$ cat src/hw/rtl/mmfs_pkg.sv
package mmfs_pkg;

   localparam int MAX_FEATURES_DEF = 64;
   localparam int SAMPLE_BITS_DEF  = 16;
   localparam int COUNT_BITS       = 7;
   localparam int INDEX_BITS       = 6;
   localparam int SCALE_BITS       = 16;
   localparam logic [SCALE_BITS-1:0] FULL_SCALE = 16'hFFFF;
   localparam logic [COUNT_BITS-1:0] COUNT_RESET = 7'd64;

   typedef enum logic [1:0] {
      ACT_OBSERVE = 2'd0,
      ACT_SCALE   = 2'd1,
      ACT_CLEAR   = 2'd2,
      ACT_NONE    = 2'd3
   } action_type;

   typedef enum logic [1:0] {
      ST_OK     = 2'd0,
      ST_RANGE  = 2'd1,
      ST_UNSEEN = 2'd2
   } status_type;

   typedef struct packed {
      logic [1:0]             action;
      logic [INDEX_BITS-1:0]  feature_index;
      logic signed [15:0]     sample_value;
   } req_type;

   typedef struct packed {
      logic [SCALE_BITS-1:0]  scaled_value;
      logic [INDEX_BITS-1:0]  feature_echo;
      logic [1:0]             status;
   } rsp_type;

   typedef enum logic [1:0] {
      BK_IDLE,
      BK_READ,
      BK_DIVIDE,
      BK_OUTPUT
   } back_state_type;

   typedef struct packed {
      logic                   is_scale;
      logic                   is_error;
      logic [INDEX_BITS-1:0]  feature_index;
      logic signed [15:0]     sample_value;
   } job_type;

endpackage

$ cat src/hw/rtl/mmfs_front.sv
module mmfs_front #(
   parameter int MAX_FEATURES = 64
) (
   input  logic                       clock,
   input  logic                       reset,
   input  logic                       csr_write_enable,
   input  logic [6:0]                 csr_write_data,
   input  logic                       req_valid,
   output logic                       req_ready,
   input  mmfs_pkg::req_type          req_data,
   output logic                       job_valid,
   input  logic                       job_ready,
   output mmfs_pkg::job_type          job_data,
   output logic                       clear_pulse,
   input  logic                       back_busy
);
   import mmfs_pkg::*;

   logic [COUNT_BITS-1:0] count_ff, count_in;
   logic                  q_valid_ff, q_valid_in;
   job_type               q_data_ff, q_data_in;
   logic                  in_range;
   logic                  take;
   logic                  out_done;
   job_type               job_new;
   logic                  emits;

   always_comb begin
      if (32'(count_ff) > MAX_FEATURES) begin
         in_range = 32'(req_data.feature_index) < MAX_FEATURES;
      end else begin
         in_range = {1'b0, req_data.feature_index} < count_ff;
      end
   end

   // A clear waits until no earlier item is still queued or in the back part.
   assign out_done  = !q_valid_ff || job_ready;
   assign req_ready = out_done &&
                      !(req_data.action == ACT_CLEAR && (q_valid_ff || back_busy));
   assign take      = req_valid && req_ready;

   always_comb begin
      job_new.is_scale      = req_data.action == ACT_SCALE;
      job_new.is_error      = !in_range;
      job_new.feature_index = req_data.feature_index;
      job_new.sample_value  = req_data.sample_value;
      emits = req_data.action == ACT_OBSERVE || req_data.action == ACT_SCALE;
      count_in   = csr_write_enable ? csr_write_data : count_ff;
      q_valid_in = q_valid_ff && !job_ready;
      q_data_in  = q_data_ff;
      if (take && emits) begin
         q_valid_in = 1'b1;
         q_data_in  = job_new;
      end
   end

   assign clear_pulse = take && req_data.action == ACT_CLEAR;
   assign job_valid   = q_valid_ff;
   assign job_data    = q_data_ff;

   always_ff @(posedge clock) begin
      if (reset) begin
         count_ff   <= COUNT_RESET;
         q_valid_ff <= 1'b0;
      end else begin
         count_ff   <= count_in;
         q_valid_ff <= q_valid_in;
      end
      q_data_ff <= q_data_in;
   end

endmodule

$ cat src/hw/rtl/mmfs_back.sv
module mmfs_back #(
   parameter int MAX_FEATURES = 64,
   parameter int SAMPLE_BITS  = 16
) (
   input  logic                 clock,
   input  logic                 reset,
   input  logic                 job_valid,
   output logic                 job_ready,
   input  mmfs_pkg::job_type    job_data,
   input  logic                 clear_pulse,
   output logic                 back_busy,
   output logic                 rsp_valid,
   input  logic                 rsp_ready,
   output mmfs_pkg::rsp_type    rsp_data
);
   import mmfs_pkg::*;

   localparam int ADDR_BITS = (MAX_FEATURES > 1) ? $clog2(MAX_FEATURES) : 1;
   localparam int SPAN_BITS = SAMPLE_BITS + 1;
   localparam int NUM_BITS  = SPAN_BITS + SCALE_BITS;
   localparam int STEP_BITS = $clog2(NUM_BITS + 1);

   logic signed [SAMPLE_BITS-1:0] min_mem [MAX_FEATURES];
   logic signed [SAMPLE_BITS-1:0] max_mem [MAX_FEATURES];
   logic [MAX_FEATURES-1:0]       seen_ff, seen_in;

   back_state_type                state_ff, state_in;
   job_type                       job_ff, job_in;
   logic signed [SAMPLE_BITS-1:0] rd_min_ff, rd_max_ff;
   logic [NUM_BITS-1:0]           quo_ff, quo_in;
   logic [SPAN_BITS:0]            rem_ff, rem_in;
   logic [SPAN_BITS-1:0]          span_ff, span_in;
   logic [STEP_BITS-1:0]          step_ff, step_in;
   rsp_type                       res_ff, res_in;
   rsp_type                       out_ff, out_in;
   logic                          out_valid_ff, out_valid_in;

   logic [ADDR_BITS-1:0]          addr;
   logic signed [SAMPLE_BITS-1:0] x;
   logic                          wr_en;
   logic signed [SAMPLE_BITS-1:0] wr_min, wr_max;
   logic [SPAN_BITS-1:0]          off;
   logic [SPAN_BITS:0]            rem_shift;

   assign addr = job_ff.feature_index[ADDR_BITS-1:0];
   assign x    = job_ff.sample_value[SAMPLE_BITS-1:0];

   always_ff @(posedge clock) begin
      if (job_valid && job_ready) begin
         rd_min_ff <= min_mem[job_data.feature_index[ADDR_BITS-1:0]];
         rd_max_ff <= max_mem[job_data.feature_index[ADDR_BITS-1:0]];
      end
      if (wr_en) begin
         min_mem[addr] <= wr_min;
         max_mem[addr] <= wr_max;
      end
   end

   assign back_busy = state_ff != BK_IDLE;
   assign job_ready = state_ff == BK_IDLE;

   always_comb begin
      state_in     = state_ff;
      job_in       = job_ff;
      quo_in       = quo_ff;
      rem_in       = rem_ff;
      span_in      = span_ff;
      step_in      = step_ff;
      res_in       = res_ff;
      out_in       = out_ff;
      out_valid_in = out_valid_ff && !rsp_ready;
      seen_in      = seen_ff;
      wr_en        = 1'b0;
      wr_min       = x;
      wr_max       = x;
      off          = SPAN_BITS'(x) - SPAN_BITS'(rd_min_ff);
      rem_shift    = {rem_ff[SPAN_BITS-1:0], quo_ff[NUM_BITS-1]};
      if (clear_pulse) begin
         seen_in = '0;
      end
      unique case (state_ff)
         BK_IDLE: begin
            if (job_valid) begin
               job_in   = job_data;
               state_in = BK_READ;
            end
         end
         BK_READ: begin
            res_in.feature_echo = job_ff.feature_index;
            res_in.scaled_value = '0;
            res_in.status       = ST_OK;
            state_in            = BK_OUTPUT;
            if (job_ff.is_error) begin
               res_in.status = ST_RANGE;
            end else if (!job_ff.is_scale) begin
               wr_en    = 1'b1;
               state_in = BK_IDLE;
               if (seen_ff[addr]) begin
                  wr_min = (x < rd_min_ff) ? x : rd_min_ff;
                  wr_max = (x > rd_max_ff) ? x : rd_max_ff;
               end
               seen_in[addr] = 1'b1;
            end else if (!seen_ff[addr]) begin
               res_in.status = ST_UNSEEN;
            end else if (rd_max_ff <= rd_min_ff || x <= rd_min_ff) begin
               res_in.scaled_value = '0;
            end else if (x >= rd_max_ff) begin
               res_in.scaled_value = FULL_SCALE;
            end else begin
               span_in  = SPAN_BITS'(rd_max_ff) - SPAN_BITS'(rd_min_ff);
               quo_in   = (NUM_BITS'(off) << SCALE_BITS) - NUM_BITS'(off);
               rem_in   = '0;
               step_in  = '0;
               state_in = BK_DIVIDE;
            end
         end
         BK_DIVIDE: begin
            if (rem_shift >= {1'b0, span_ff}) begin
               rem_in = rem_shift - {1'b0, span_ff};
               quo_in = {quo_ff[NUM_BITS-2:0], 1'b1};
            end else begin
               rem_in = rem_shift;
               quo_in = {quo_ff[NUM_BITS-2:0], 1'b0};
            end
            step_in = step_ff + 1'b1;
            if (32'(step_ff) == NUM_BITS - 1) begin
               res_in.scaled_value = quo_in[SCALE_BITS-1:0];
               state_in            = BK_OUTPUT;
            end
         end
         BK_OUTPUT: begin
            if (!out_valid_ff || rsp_ready) begin
               out_in       = res_ff;
               out_valid_in = 1'b1;
               state_in     = BK_IDLE;
            end
         end
         default: state_in = BK_IDLE;
      endcase
   end

   assign rsp_valid = out_valid_ff;
   assign rsp_data  = out_ff;

   always_ff @(posedge clock) begin
      if (reset) begin
         state_ff     <= BK_IDLE;
         out_valid_ff <= 1'b0;
         seen_ff      <= '0;
      end else begin
         state_ff     <= state_in;
         out_valid_ff <= out_valid_in;
         seen_ff      <= seen_in;
      end
      job_ff  <= job_in;
      quo_ff  <= quo_in;
      rem_ff  <= rem_in;
      span_ff <= span_in;
      step_ff <= step_in;
      res_ff  <= res_in;
      out_ff  <= out_in;
   end

endmodule

$ cat src/hw/rtl/minmax_feature_scaler_top.sv
// Per-feature min-max scaler. Requests arrive on the req_ channel as one
// transfer each: observe updates the stored minimum and maximum of a
// feature, scale returns (x - min) * 65535 / (max - min) as a Q0.16
// fraction, and clear forgets every feature. Results leave on the rsp_
// channel; observe produces none unless the feature is out of range, and
// clear never produces one. The csr_ port sets the number of features in use.
// The front part checks the range and queues one job; the back part reads
// the feature memories, updates them or runs a bit-serial divider.
// In the back part an observe passes through the read state only, an error
// or saturated scale through the read and output states, and a divided
// scale also through the 33 steps of the restoring divider, one quotient
// bit a cycle. One item is in the back part at a time while the next
// waits in the queue.
// Reset clears all seen bits and sets the feature count to 64.
// When the receiver stalls the result waits in the output register, the
// back part holds its next result, and the queue then fills and drops
// req_ready.
module minmax_feature_scaler_top #(
   parameter int MAX_FEATURES = mmfs_pkg::MAX_FEATURES_DEF,
   parameter int SAMPLE_BITS  = mmfs_pkg::SAMPLE_BITS_DEF
) (
   input  logic               clock,
   input  logic               reset,
   input  logic               csr_write_enable,
   input  logic [6:0]         csr_write_data,
   input  logic               req_valid,
   output logic               req_ready,
   input  mmfs_pkg::req_type  req_data,
   output logic               rsp_valid,
   input  logic               rsp_ready,
   output mmfs_pkg::rsp_type  rsp_data
);
   import mmfs_pkg::*;

   logic    job_valid, job_ready, clear_pulse, back_busy;
   job_type job_data;

   mmfs_front #(.MAX_FEATURES(MAX_FEATURES)) u_front (
      .clock, .reset, .csr_write_enable, .csr_write_data,
      .req_valid, .req_ready, .req_data,
      .job_valid, .job_ready, .job_data, .clear_pulse, .back_busy
   );

   mmfs_back #(.MAX_FEATURES(MAX_FEATURES), .SAMPLE_BITS(SAMPLE_BITS)) u_back (
      .clock, .reset, .job_valid, .job_ready, .job_data,
      .clear_pulse, .back_busy, .rsp_valid, .rsp_ready, .rsp_data
   );

endmodule

$ cat config.mk
export PLATFORM = sky130hd
export DESIGN_NAME = minmax_feature_scaler_top
export DESIGN_NICKNAME = d
export VERILOG_FILES = /design/src/hw/rtl/mmfs_pkg.sv /design/src/hw/rtl/mmfs_front.sv /design/src/hw/rtl/mmfs_back.sv /design/src/hw/rtl/minmax_feature_scaler_top.sv
export SDC_FILE = /design/constraint.sdc
export NUM_CORES = 2
export LEC_CHECK = 0
export BUFFER_PORTS_ARGS = -buffer_cell sky130_fd_sc_hd__buf_2
export CAP_MARGIN = 30
export CORE_ASPECT_RATIO = 2
export CORE_UTILIZATION = 25
export CTS_CLUSTER_SIZE = 8
export DETAILED_ROUTE_END_ITERATION = 8
export SYNTH_ARGS = -nofsm -noshare
export SYNTH_HDL_FRONTEND = slang
export SYNTH_HIERARCHICAL = 1
export SYNTH_SLANG_ARGS = --single-unit
$ cat constraint.sdc
create_clock -name clock -period 9.4 [get_ports clock]
set_clock_uncertainty 0.2 [all_clocks]
set_input_delay 1.41 -clock clock [delete_from_list [all_inputs] [get_ports clock]]
set_output_delay 1.41 -clock clock [all_outputs]
set_load 0.02 [all_outputs]
==> reports/qor.txt <==
Logic pwr share = 3.8%
Wire length per cell = 28.8 um
Clock share of power = 46.6%
Sequential share of power = 49.6%
Hold_buf cts = 0
Setup Crit Path Kind = register to register
Vias per cell = 4.86
Num Clock Sinks = 2,324
Synth Flop Type = edfxtp_1
Pleak = 0.0340 uW
PwrDens = 211 nW/um2
Post-CTS Setup Bufs = 0
DR iter-0 viols = 5,414
Register area share after synthesis = 74.9%
Commonest non-fill, non-tap cell in the layout = edfxtp_1
I/O pin count = 62
Switch Pwr = 4840 uW
Max Fclk = 194 MHz
Vias = 46,700
Post-synthesis cell type count = 93
CORE AREA = 366,000 um2
Switch share = 21.0%
Setup TNS = 0 ps
Detailed placement HPWL = 152 mm
Final Cycle Share = 54.9%
Syn_area_per_cell = 21.4 um2
Hold Vio Cnt, Final = 0
Commonest cells after routing, fill and taps aside = edfxtp_1 (2,249), mux4_2 (668), clkbuf_16 (340)
Routed Antenna Nets = 0
Gr ovfl total = 0
Worst setup SP type = register
CTS H-Tree Depth = 5
Hold WC Path Type = register to register
Clock root buffer = clkbuf_16
DRC viols = 0
Mapped Nets = 4,426
Clk pin slew, worst setup/hold paths = 60 ps
Initial antenna violation count = 3
Power Internal = 18,200 uW
Cell area after layout = 109,000 um2
CTS tree = yes
Port Buffers = 61
Relative slew margins = 24.8%
Synth warn = 6
First-pass GRT wire length = 382 mm
Synth area leader = edfxtp_1
Nets = 4,761
Post-synth top area share = 73.3%
Data arrival time of the critical path = 5440 ps
Die X-Extent = 431 um
Die area = 371,000 um2
Synthesized cell area = 92,100 um2
Final GP Congestion = 0.885
Maximum vdd ir drop = 0.154 mV
Share of layout cells above drive strength 1 = 29.5%
Synth area leaders = edfxtp_1 (73%), mux4_2 (16%), dfxtp_1 (1.6%)
CTS resizes = 0
Yosys reg bits = 2,324
Placed cell area = 99,600 um2
Total GRT Usage = 14.6%
Critical path endpoint category = register
Router iterations before antenna repair = 6
Largest net degree at the start of global routing = 145
WL final = 277 mm
Cells after Synth = 4,312
Clk buf depth = 4
Die Y-Extent = 860 um
Count of endpoints failing setup in the final report = 0
WP data required = 9670 ps
Outcome = completed
Total of max-cap violations = 0
Initial Util = 25.2%
Vias in the first global route = 49,000
# fillers = 35,400
Slew @ Worst Pin = 1130 ps
Fin crit period = 5160 ps
CP Max Fanout = 24
CTS Buf Count = 333
Clk_lat worst skew = 890 ps
Area delta synth->final = 18.3%
Number of synthesized flops with an enable pin = 2,249
Synth async-reset ratio = 0%
# rows = 314
Reg2Reg Setup Slack = 4240 ps
Final Max Slew Viols = 0
Worst hold slack = 209 ps
Unrepaired setup endpoints after global routing = no
## flip-flops by register name, summed over array words and instances (netlist names), 17 cells and up, named ones only
name and count:
u_back/max_mem 1024, u_back/quo_ff 33, u_front/job_data 24, u_back/rsp_data 24
u_back/seen_ff 64, u_back/min_mem 1024, u_back/rem_ff 17, u_back/span_ff 17
u_back/res_ff 24
## worst max-delay path, cell delays in order (launching register included)
cell,delay [ps]
edfxtp_1,990
inv_1,360
nor4_1,730
nand3_1,750
nor2_4,940
buf_4,760
## power by group through the flow
stage | combinational [uW] | clock, uW | sequential [uW]
2_1_floorplan | 611 | 0 | 11600
4_1_cts | 870 | 10900 | 11400
5_1_grt | 931 | 11200 | 11400
6_report | 877 | 10700 | 11400
3_3_place_gp | 846 | 0 | 11600
3_5_place_dp | 867 | 0 | 11600
## per-stage QoR
step / setup slack, ps / instances / utilization (%) / total power, uW
finish: 4240 / 9607 / 29.8 / 23000
global route: 4210 / 9605 / 29.8 / 23500
CTS: 4270 / 9584 / 29.7 / 23200
detailed placement: 4320 / 9190 / 27.2 / 12500
global placement: 4250 / 9171 / 27.1 / 12500
floorplan: 2500 / 4312 / - / 12200
## kinds of logic (layout without fill, tap and decap cells)
group           Yosys count  in the layout  synth area share [%]
flops                  2324           2324                  74.9
mux                     754            754                  17.3
simple gates            492            492                  2.60
compound gates          324            324                  2.39
buf+inv                 298            692                  1.26
fa+ha+maj                78             78                  1.08
xor+xnor                 42             42                 0.407
other cells               0              3                     0
## path summary, 6_finish.rpt
kind	startpoint	to	depth (start not counted)
hold / removal	u_back/res_ff[13]	u_back/rsp_data[13]	0
setup / recovery	u_back/addr[2]	u_back/max_mem[63][5]	5
setup reg to reg	u_back/addr[2]	u_back/max_mem[63][5]	5
hold reg to reg	u_back/res_ff[13]	u_back/rsp_data[13]	0
## routing by layer
metal  wire [um]  global-route usage [%]
met1       89300                    15.1
met2      153000                    27.9
met3       18200                    2.01
met4       16800                    8.40
met5           8                       0
## synth_stat cells (all sizes together) (17+ instances only)
master	count
clkbuf	128
nand2	108
dfxtp	75
o21ai	60
nor2b	33
mux2	45
nor3	20
a21o	31
edfxtp	2249
mux2i	41
nand3	26
a21oi	92
a31oi	17
nand2b	18
nor2	201
xnor2	26
buf	79
inv	91
ha	75
mux4	668
## cell type report
cell class                      count  area (um2)  area share [%]
Antenna cell                        3        7.51         0.00689
Clock buffer                      377        8650            7.93
Clock inverter                     17         293           0.269
Inverter                           91         342           0.313
Multi-Input combinational cell   1690       22500            20.6
Sequential cell                  2324       69000            63.3
Tap cell                         4898        6130            5.62
Timing Repair Buffer              207        2050            1.89
Note: power is estimated with default switching activity, not from simulation.
